==> config.mk <==
export PLATFORM = sky130hd
export DESIGN_NAME = sorted_list_insert_remove
export DESIGN_NICKNAME = d
export VERILOG_FILES = /design/src/design/slir_pkg.sv /design/src/design/sorted_list_insert_remove.sv /design/src/design/slir_cell.sv /design/src/design/slir_hit_reduce.sv
export SDC_FILE = /design/constraint.sdc
export NUM_CORES = 2
export LEC_CHECK = 0
export BUFFER_PORTS_ARGS = -buffer_cell sky130_fd_sc_hd__buf_2
export CORE_MARGIN = 1.5
export CORE_UTILIZATION = 55
export CTS_CLUSTER_DIAMETER = 150
export DETAILED_ROUTE_END_ITERATION = 6
export HOLD_SLACK_MARGIN = 0.02
export PLACE_DENSITY = 0.79
export SKIP_LAST_GASP = 1
export SLEW_MARGIN = 15
export SYNTH_ARGS = -nofsm -noshare
export SYNTH_HDL_FRONTEND = slang
export SYNTH_SLANG_ARGS = --single-unit
==> constraint.sdc <==
create_clock -name clk -period 3.2 [get_ports clk]
set_input_delay 0.96 -clock clk [delete_from_list [all_inputs] [get_ports clk]]
set_output_delay 0.96 -clock clk [all_outputs]
set_load 0.02 [all_outputs]
==> src/design/slir_pkg.sv <==
// Shared types and constants for the sorted list store.
`default_nettype none

package slir_pkg;

	localparam int CAPACITY_DEF = 16;
	localparam int VALUE_W      = 32;
	localparam int COUNT_W      = 5;
	localparam int GROUP_W      = 32;

	localparam logic MODE_INSERT = 1'b0;
	localparam logic MODE_REMOVE = 1'b1;

	typedef struct packed {
		logic                      mode;
		logic signed [VALUE_W-1:0] value;
	} req_item_t;

	typedef struct packed {
		logic               ok;
		logic [COUNT_W-1:0] count;
	} rsp_item_t;

	typedef struct packed {
		logic cmp_en;
		logic ins_en;
		logic rem_en;
	} cell_ctrl_t;

endpackage

`default_nettype wire

==> src/design/sorted_list_insert_remove.sv <==
// Sorted list store: a chain of compare-and-shift cells holding ascending keys.
// The result is registered after the compare, match reduce and update steps; a
// stalled result holds the update step until it is taken.
// A new item is taken only once the previous item has finished its update step.
// Reset: arst_n clears the entry count, sequencer and result valid; cell contents are not cleared.
`default_nettype none

module sorted_list_insert_remove #(
	parameter int CAPACITY = slir_pkg::CAPACITY_DEF
) (
	input  wire                  clk,
	input  wire                  arst_n,
	input  wire                  req_valid,
	output logic                 req_stall,
	input  slir_pkg::req_item_t  req,
	output logic                 rsp_valid,
	input  wire                  rsp_stall,
	output slir_pkg::rsp_item_t  rsp
);

	localparam int CW = $clog2(CAPACITY + 1);
	localparam int NG = (CAPACITY + slir_pkg::GROUP_W - 1) / slir_pkg::GROUP_W;

	// Sequencer phases
	localparam logic [1:0] PH_IDLE  = 2'd0;
	localparam logic [1:0] PH_CMP   = 2'd1;
	localparam logic [1:0] PH_RED   = 2'd2;
	localparam logic [1:0] PH_APPLY = 2'd3;

	logic [1:0]                          phase_q;
	logic                                mode_q;
	logic signed [slir_pkg::VALUE_W-1:0] key_q;
	logic [CW-1:0]                       cnt_q;
	logic                                rsp_valid_q;
	slir_pkg::rsp_item_t                 rsp_q;

	logic signed [slir_pkg::VALUE_W-1:0] cell_data [CAPACITY];
	logic [CAPACITY-1:0]                 cell_lt;
	logic [CAPACITY-1:0]                 cell_hit;
	logic [NG-1:0]                       grp;

	logic                 req_take;
	logic                 apply_go;
	logic                 not_full;
	logic                 found;
	logic                 op_ok;
	logic [CW-1:0]        cnt_next;
	slir_pkg::cell_ctrl_t ctrl;

	// Take a new item only when the sequencer is idle.
	assign req_stall = (phase_q != PH_IDLE);
	assign req_take  = req_valid && !req_stall;

	// Update only when the result slot is free or being drained.
	assign apply_go = (phase_q == PH_APPLY) && (!rsp_valid_q || !rsp_stall);

	assign not_full = cnt_q < CW'(CAPACITY);
	assign found    = |grp;

	always_comb begin
		op_ok    = 1'b0;
		cnt_next = cnt_q;
		case (mode_q)
			slir_pkg::MODE_INSERT: begin
				op_ok = not_full;
				if (not_full) begin
					cnt_next = cnt_q + CW'(1);
				end
			end
			slir_pkg::MODE_REMOVE: begin
				op_ok = found;
				if (found) begin
					cnt_next = cnt_q - CW'(1);
				end
			end
			default: begin
				op_ok    = 1'b0;
				cnt_next = cnt_q;
			end
		endcase
	end

	assign ctrl.cmp_en = (phase_q == PH_CMP);
	assign ctrl.ins_en = apply_go && (mode_q == slir_pkg::MODE_INSERT) && not_full;
	assign ctrl.rem_en = apply_go && (mode_q == slir_pkg::MODE_REMOVE) && found;

	// Advance the sequencer.
	always_ff @(posedge clk or negedge arst_n) begin
		if (!arst_n) begin
			phase_q <= PH_IDLE;
			cnt_q   <= '0;
		end else begin
			case (phase_q)
				PH_IDLE: begin
					if (req_take) begin
						phase_q <= PH_CMP;
					end
				end
				PH_CMP:   phase_q <= PH_RED;
				PH_RED:   phase_q <= PH_APPLY;
				PH_APPLY: begin
					if (apply_go) begin
						phase_q <= PH_IDLE;
						cnt_q   <= cnt_next;
					end
				end
				default:  phase_q <= PH_IDLE;
			endcase
		end
	end

	// Hold the accepted item for the whole sequence.
	always_ff @(posedge clk) begin
		if (req_take) begin
			mode_q <= req.mode;
			key_q  <= req.value;
		end
	end

	// Result register: load on update, drop once taken.
	always_ff @(posedge clk or negedge arst_n) begin
		if (!arst_n) begin
			rsp_valid_q <= 1'b0;
		end else if (apply_go) begin
			rsp_valid_q <= 1'b1;
		end else if (!rsp_stall) begin
			rsp_valid_q <= 1'b0;
		end
	end

	always_ff @(posedge clk) begin
		if (apply_go) begin
			rsp_q.ok    <= op_ok;
			rsp_q.count <= slir_pkg::COUNT_W'(cnt_next);
		end
	end

	assign rsp_valid = rsp_valid_q;
	assign rsp       = rsp_q;

	// Cell chain: cell 0 takes the key on insert, the last cell refills from itself on remove.
	for (genvar i = 0; i < CAPACITY; i++) begin : g_cell
		logic signed [slir_pkg::VALUE_W-1:0] left_data;
		logic                                left_lt;
		logic signed [slir_pkg::VALUE_W-1:0] right_data;

		if (i == 0) begin : g_first
			assign left_data = key_q;
			assign left_lt   = 1'b1;
		end else begin : g_mid
			assign left_data = cell_data[i-1];
			assign left_lt   = cell_lt[i-1];
		end

		if (i == CAPACITY - 1) begin : g_last
			assign right_data = cell_data[i];
		end else begin : g_inner
			assign right_data = cell_data[i+1];
		end

		slir_cell #(
			.IDX (i),
			.CW  (CW)
		) u_cell (
			.clk        (clk),
			.arst_n     (arst_n),
			.ctrl       (ctrl),
			.key        (key_q),
			.cnt        (cnt_q),
			.left_data  (left_data),
			.left_lt    (left_lt),
			.right_data (right_data),
			.data       (cell_data[i]),
			.lt         (cell_lt[i]),
			.hit        (cell_hit[i])
		);
	end

	slir_hit_reduce #(
		.CAPACITY (CAPACITY),
		.NG       (NG)
	) u_reduce (
		.clk    (clk),
		.arst_n (arst_n),
		.hit    (cell_hit),
		.grp    (grp)
	);

endmodule

`default_nettype wire

==> src/design/slir_cell.sv <==
// One storage cell of the sorted chain: compare against the key, shift on update.
`default_nettype none

module slir_cell #(
	parameter int IDX = 0,
	parameter int CW  = 5
) (
	input  wire                                  clk,
	input  wire                                  arst_n,
	input  slir_pkg::cell_ctrl_t                 ctrl,
	input  wire signed [slir_pkg::VALUE_W-1:0]   key,
	input  wire        [CW-1:0]                  cnt,
	input  wire signed [slir_pkg::VALUE_W-1:0]   left_data,
	input  wire                                  left_lt,
	input  wire signed [slir_pkg::VALUE_W-1:0]   right_data,
	output logic signed [slir_pkg::VALUE_W-1:0]  data,
	output logic                                 lt,
	output logic                                 hit
);

	logic signed [slir_pkg::VALUE_W-1:0] data_q;
	logic                                lt_q;
	logic                                hit_q;
	logic                                occ;

	assign occ = CW'(IDX) < cnt;

	always_ff @(posedge clk or negedge arst_n) begin
		if (!arst_n) begin
			lt_q  <= 1'b0;
			hit_q <= 1'b0;
		end else if (ctrl.cmp_en) begin
			lt_q  <= occ && (data_q < key);
			hit_q <= occ && (data_q == key);
		end
	end

	// Cells ahead of the insert/remove point keep their entry.
	always_ff @(posedge clk) begin
		if (ctrl.ins_en && !lt_q) begin
			data_q <= left_lt ? key : left_data;
		end else if (ctrl.rem_en && !lt_q) begin
			data_q <= right_data;
		end
	end

	assign data = data_q;
	assign lt   = lt_q;
	assign hit  = hit_q;

endmodule

`default_nettype wire

==> src/design/slir_hit_reduce.sv <==
// Registered group OR of the per-cell match flags.
`default_nettype none

module slir_hit_reduce #(
	parameter int CAPACITY = slir_pkg::CAPACITY_DEF,
	parameter int NG       = 1
) (
	input  wire                 clk,
	input  wire                 arst_n,
	input  wire  [CAPACITY-1:0] hit,
	output logic [NG-1:0]       grp
);

	localparam int PAD_W = NG * slir_pkg::GROUP_W;

	logic [PAD_W-1:0] hit_pad;
	logic [NG-1:0]    grp_q;

	assign hit_pad = PAD_W'(hit);

	always_ff @(posedge clk or negedge arst_n) begin
		if (!arst_n) begin
			grp_q <= '0;
		end else begin
			for (int g = 0; g < NG; g++) begin
				grp_q[g] <= |hit_pad[g*slir_pkg::GROUP_W +: slir_pkg::GROUP_W];
			end
		end
	end

	assign grp = grp_q;

endmodule

`default_nettype wire

# Yosys cells after proc, flatten, opt, wreduce, memory -nomap -nowiden
# Cells that the tools add are included.
# Widths: inputs -> output; s select.
[totals] ff_bits=592 in_bits=37 output_inout_bits=8 word_cells=277
[op_classes] addsub=2 magnitude_cmp=33 n_eq_ne=22 muxes=54 bitwise_logic=1 n_reduce_logical=109
[op_table] op="$mux 32" n=45
[op_table] op="$eq 32x32->1" n=16
[op_table] op="$lt 32x32->1" n=16
[op_table] op="$logic_and 1x1->1" n=69
[op_table] op="$lt 4x5->1 const A" n=8
[op_table] op="$reduce_bool 2->1" n=16
[op_table] op="$lt 3x5->1 const A" n=4
[op_table] op="$logic_not 1->1" n=19
[op_table] op="$reduce_or 16->1" n=1
[op_table] op="$lt 1x5->1 const A" n=2
[op_table] op="$lt 2x5->1 const A" n=2
[op_table] op="$mux 5" n=2
[op_table] op="$pmux 5 s2" n=1
[op_table] op="$pmux 2 s4" n=1
[op_table] op="$add 5x1->5 const B" n=1
[op_table] op="$lt 5x5->1 const B" n=1
[op_table] op="$sub 5x1->5 const B" n=1
[op_table] op="$eq 2x2->1 const B" n=2
[op_table] op="$mux 2" n=2
[op_table] op="$ne 2x2->1 const B" n=2
[op_table] op="$reduce_and 2->1" n=2
[op_table] op="$eq 2x1->1 const B" n=1
[op_table] op="$logic_not 2->1" n=1
[op_table] op="$mux 1" n=2
[op_table] op="other kinds (4)" n=4

# Longest topological paths before layout
[depth] ltp_word=8 depth_mapped=10 depth_no_buf=8

# Cells and area by module
# A second synthesis with hierarchy kept.
[unflattened] hier_cells=4388 area_unflattened_um2=42381.9
[by_module_without_submodules] module="slir_cell at g_cell[0].u_cell ..." n_inst=3 cells_each=267 area_each_um2=2524.9 seq_area_each_um2=1011.0
[by_module_without_submodules] module="slir_cell at g_cell[12].u_cell ..." n_inst=2 cells_each=267 area_each_um2=2527.4 seq_area_each_um2=1011.0
[by_module_without_submodules] module="slir_cell at g_cell[10].u_cell" n_inst=1 cells_each=269 area_each_um2=2570.0 seq_area_each_um2=1011.0
[by_module_without_submodules] module="slir_cell at g_cell[2].u_cell" n_inst=1 cells_each=268 area_each_um2=2561.2 seq_area_each_um2=1011.0
[by_module_without_submodules] module="slir_cell at g_cell[8].u_cell" n_inst=1 cells_each=267 area_each_um2=2538.7 seq_area_each_um2=1011.0
[by_module_without_submodules] module="slir_cell at g_cell[6].u_cell" n_inst=1 cells_each=268 area_each_um2=2531.2 seq_area_each_um2=1011.0
[by_module_without_submodules] module="slir_cell at g_cell[5].u_cell" n_inst=1 cells_each=268 area_each_um2=2529.9 seq_area_each_um2=1011.0
[by_module_without_submodules] module="slir_cell at g_cell[13].u_cell" n_inst=1 cells_each=268 area_each_um2=2528.7 seq_area_each_um2=1011.0
[by_module_without_submodules] module="slir_cell at g_cell[11].u_cell" n_inst=1 cells_each=268 area_each_um2=2527.4 seq_area_each_um2=1011.0
[by_module_without_submodules] module="slir_cell at g_cell[14].u_cell" n_inst=1 cells_each=264 area_each_um2=2527.4 seq_area_each_um2=1011.0
[by_module_without_submodules] module="slir_cell at g_cell[3].u_cell" n_inst=1 cells_each=267 area_each_um2=2526.2 seq_area_each_um2=1011.0
[by_module_without_submodules] module="slir_cell at g_cell[4].u_cell" n_inst=1 cells_each=268 area_each_um2=2526.2 seq_area_each_um2=1011.0
[by_module_without_submodules] module="slir_cell at g_cell[7].u_cell" n_inst=1 cells_each=267 area_each_um2=2523.7 seq_area_each_um2=1011.0
[by_module_without_submodules] module="sorted_list_insert_remove" n_inst=1 cells_each=105 area_each_um2=1805.5 seq_area_each_um2=1371.3
[by_module_without_submodules] module="slir_hit_reduce" n_inst=1 cells_each=6 area_each_um2=56.3 seq_area_each_um2=25.0

# Least setup slack after synthesis
# No wires, ideal clock.
[synth_path] path_type="input to register" from="input rsp_stall" to="register g_cell[0].u_cell.data_q (netlist bit g_cell[0].u_cell.data[0]) (enable)" setup_time_ps=421 arrival_time_ps=3125 required_time_ps=2779 setup_slack_ps=-346 stages=6 path_buffers=2 cell_sequence="nand2_1 and2_1 buf_2 nand2_1 clkbuf_1 nor2_1"
[synth_via] elab_chain_cells=7 word_cells_on_any_way=10 classes_between="10 x reduce/logical"
[synth_lines] element="start, declared" line="sorted_list_insert_remove.sv:17" source="input wire rsp_stall,"
[synth_lines] element="$logic_not 1->1 (*)"
[synth_lines] element="$logic_or 1x1->1 (*)" line="sorted_list_insert_remove.sv:55" source="assign apply_go = (phase_q == PH_APPLY) && (!rsp_valid_q || !rsp_stall);"
[synth_lines] element="$logic_and 1x1->1 (*)" line="sorted_list_insert_remove.sv:55"
[synth_lines] element="via apply_go" line="sorted_list_insert_remove.sv:43" source="logic apply_go;"
[synth_lines] element="$logic_and 1x1->1, on equally long branches (2 in a row)" line="sorted_list_insert_remove.sv:85, sorted_list_insert_remove.sv:84"
[synth_lines] element="$logic_and 1x1->1, on equally long branches" line="slir_cell.sv:42, slir_cell.sv:40"
[synth_lines] element="$reduce_bool 2->1 (no line) (*)"
[synth_lines] element="end signal, assigned" line="slir_cell.sv:41" source="data_q <= left_lt ? key : left_data;"
[synth_lines] element="end signal, assigned" line="slir_cell.sv:43" source="data_q <= right_data;"
[synth_lines] element="end, declared" line="slir_cell.sv:21" source="logic signed [slir_pkg::VALUE_W-1:0] data_q;"
# The timed path passes the listed nets; every way through them passes the cells marked *.
# A chain may end at the register's enable or synchronous reset.

# Worst setup path in the final report
[layout_path] from="register key_q (netlist bit g_cell[0].left_data[14])" to="register g_cell[15].u_cell.lt_q"
[layout_via] elab_chain_cells=2
[layout_lines] element="start, declared" line="sorted_list_insert_remove.sv:32" source="logic signed [slir_pkg::VALUE_W-1:0] key_q;"
[layout_lines] element="start signal, assigned" line="sorted_list_insert_remove.sv:116" source="key_q <= req.value;"
[layout_lines] element="$lt 32x32->1" line="slir_cell.sv:33" source="lt_q <= occ && (data_q < key);"
[layout_lines] element="$logic_and 1x1->1" line="slir_cell.sv:33"
[layout_lines] element="end signal, assigned" line="slir_cell.sv:33"
[layout_lines] element="end, declared" line="slir_cell.sv:22" source="logic lt_q;"
# No other way between the ends.

==> results_dict.tcl <==
set metrics [dict create \
    path_class "reg -> reg" \
    synth_cell_types 69 \
    peakVddDrop_v 0.0007262 \
    drc 0 \
    critical_path.most_common_cell "nor3_1" \
    die_area_um2 74190 \
    worst-r2r-cell-count 8 \
    yosys_warnings 0 \
    yosys_most_used_dff "edfxtp_1" \
    crit_slowest_cell "nor3_1" \
    cts_hold_buffers 0 \
    synth-edff-count 551 \
    fp.dieW_um 272.4 \
    synthArstFlopShare_pct 6.926 \
    path_clk_slew_ps 60 \
    cp.arrival_ps 3550 \
    timing.final.hold_violations 0 \
    p_int_w 0.02114 \
    grt_pass1_wl_um 165500 \
    setup_viol 0 \
    switchingPower_w 0.01317 \
    final.setup_skew_ps 30.06 \
    critPathBufInv 1 \
    cts_buffer_depth 3 \
    synth.largest_area_cell "edfxtp_1" \
    grt_pass1_vias 29100 \
    rr_endpoint "g_cell[15].u_cell.lt" \
    cpPeakStageDelay_ps 630 \
    gp_routability_congestion 0.9091 \
    drive_gt1_share_pct 10.09 \
    synth_area_um2 39910 \
    cts_setup_buffers 0 \
    p_comb_share_pct 38.4 \
    grt_overflow_total 0 \
    io_pins 45 \
    syn-num-nets 4312 \
    final_nets 4362 \
    vias_per_cell 6.271 \
    cts_tree "built" \
    cp.depth 8 \
    dp_hpwl_um 81720 \
    syn_avg_cell_area_um2 10.63 \
    num_vias 30150 \
    syn_to_final_growth_pct 10.81 \
    drtIter0Drc 3413 \
    leakagePower_nw 17.00 \
    worstSetupStartpointType "flop" \
    cts_max_level 3 \
    final_max_slew_viol_count 0 \
    cp-end-kind "flop" \
    clock_power_share_pct 22.6 \
    fin_setup_tns_ps 0 \
    final_area_um2 44230 \
    cts_buffers 68 \
    cts.sinks 592 \
    sw_frac_of_total_pct 38.38 \
    grt_usage_pct 28.44 \
    avgRoutedWirePerCell_um 22.21 \
    rrSetupSlack_ps 160 \
    power.share.sequential_pct 39.0 \
    synth_commonest_cells "632 x a21oi_1, 551 x edfxtp_1, 520 x ha_1, 520 x nor2_1, 449 x mux2i_1" \
    timing.final.crit_share_pct 95.08 \
    rows 98 \
    grt_max_degree 65 \
    rr_startpoint "g_cell[0].left_data[14]" \
    run_status "completed" \
    clock_insertion_delay_worst_skew_ps 620 \
    coreArea_um2 71610 \
    synth-seq-cells 592 \
    initial_utilization_pct 55.74 \
    ant_nets 0 \
    path_cells "inv_1 -> ha_1 -> nand4_1 -> nor3_1 -> o31a_1 -> o41a_1 -> nor3_1 -> o41ai_1" \
    worst_ep_required_time_ps 3710 \
    grt_setup_unrepaired "no" \
    seq_area_frac_synth_pct 44.03 \
    crit_fanout 8 \
    worst_slew_pin_slew_ps 1155 \
    placed_cell_area_um2 42050 \
    finalWirelength_um 106700 \
    max-cap-violations 0 \
    synth.most_common_cell "a21oi_1" \
    max_freq_mhz 328.7 \
    postLayoutCoreUtil_pct 61.76 \
    antenna_found_initial 0 \
    dieHeight_um 272.4 \
    port_buffers 44 \
    post_cts_resized 0 \
    hp-class "in -> async" \
    synth.area.top_cells "edfxtp_1 41%, ha_1 16%, mux2i_1 11%" \
    netlist_instances 3755 \
    cp_top_family "simple AND/OR/NAND/NOR gates" \
    yosysTopAreaCellShare_pct 41.45 \
    slew-limit-headroom_pct 23.02 \
    diodes 0 \
    cts-root-buf "clkbuf_16" \
    p_per_area_nw_per_um2 775.9 \
    drt_pre_antenna_iters 5 \
    period_minus_slack_ps 3043 \
]
area by class of cell:
cell class	instances	area, µm²
tap	950	1189
timing repair buffer	203	1714
inverter	84	315.3
multi-input combinational	2856	21250
clock inverter	30	267.8
clock buffer	92	1906
fill	5674	27380
sequential	592	17590
power by group through the flow:
stage          registers, W  logic, W  clock network [W]
2_1_floorplan        0.0121   0.00994                  0
3_3_place_gp         0.0134    0.0124                  0
3_5_place_dp         0.0134    0.0129                  0
4_1_cts              0.0133    0.0130            0.00782
5_1_grt              0.0135    0.0146            0.00809
6_report             0.0134    0.0132            0.00776
metal layers:
| metal | wire length, µm | vias up | GRT usage, % | part of all wire (%) |
|---|---|---|---|---|
| li1 | - | 14280 | - | - |
| met1 | 46160 | 14400 | 39.07 | 43 |
| met2 | 49090 | 1251 | 46.32 | 46 |
| met3 | 7771 | 216 | 3.227 | 7.3 |
| met4 | 3724 | 0 | 10.70 | 3.5 |
| met5 | 0 | - | 0 | 0 |
cells in the final DEF (no fill, tap or decap), types with 9 or more instances in the layout:
cell / count
nor2_1: 500
buf_2: 44
o31ai_1: 16
ha_1: 520
clkbuf_16: 71
clkinv_2: 9
nor2_2: 9
or4_1: 9
dfrtp_1: 27
o21ai_1: 17
o21ai_0: 57
nand4_1: 115
clkbuf_1: 16
a221o_1: 11
a21o_1: 97
dfrtp_2: 14
a22oi_1: 9
mux2_1: 28
buf_4: 135
o211ai_1: 25
inv_1: 84
mux2_2: 37
a31oi_1: 12
edfxtp_1: 551
nor3_1: 27
clkinv_1: 12
nand3_1: 30
or3_1: 9
nand2_1: 81
mux2i_1: 449
a21oi_1: 632
nor2b_1: 42
nor2_4: 23
buf_12: 24
worst max-delay path by stage:
stage,startpoint,to
after global placement,g_cell[0].left_data[14],g_cell[15].u_cell.lt
after CTS,g_cell[0].left_data[14],g_cell[15].u_cell.lt
after floorplan,rsp_stall,g_cell[0].u_cell.data[0]
after global routing,g_cell[0].left_data[14],g_cell[15].u_cell.lt
after detailed placement,g_cell[0].left_data[14],g_cell[15].u_cell.lt
final,g_cell[0].left_data[14],g_cell[15].u_cell.lt
sequential cells by signal, summed over array words and instances (netlist names):
name,cells
g_cell.left_data,32
phase_q,2
mode_q,1
rsp,6
g_cell.u_cell.data,512
cnt_q,5
g_cell.u_cell.lt,16
g_cell.u_cell.hit,16
rsp_valid,1
u_reduce.grp,1
kinds of logic (layout without fill, tap and decap cells):
| logic type | Yosys count | after routing | synth area share, % |
|---|---|---|---|
| multiplexers | 514 | 514 | 13.09 |
| AO/OA/AOI/OAI | 922 | 922 | 13.08 |
| AND/OR/NAND/NOR | 894 | 894 | 10.30 |
| flip-flops | 592 | 592 | 44.03 |
| adder cells (fa/ha/maj) | 520 | 520 | 16.30 |
| buffers and inverters | 307 | 409 | 3.063 |
| XOR/XNOR | 6 | 6 | 0.1317 |
metrics by stage:
step	total power (W)	instances	setup slack, ps	hold slack, ps
after detailed placement	0.02634	4685	267.7	472.6
after global placement	0.02575	4685	293.0	464.1
final	0.03431	4807	157.3	238.6
after global routing	0.03624	4807	101.2	251.6
after CTS	0.03414	4807	239.8	228.6
after floorplan	0.02208	3755	-346.5	448.5
No activity file was read; power rests on OpenSTA's default activity.
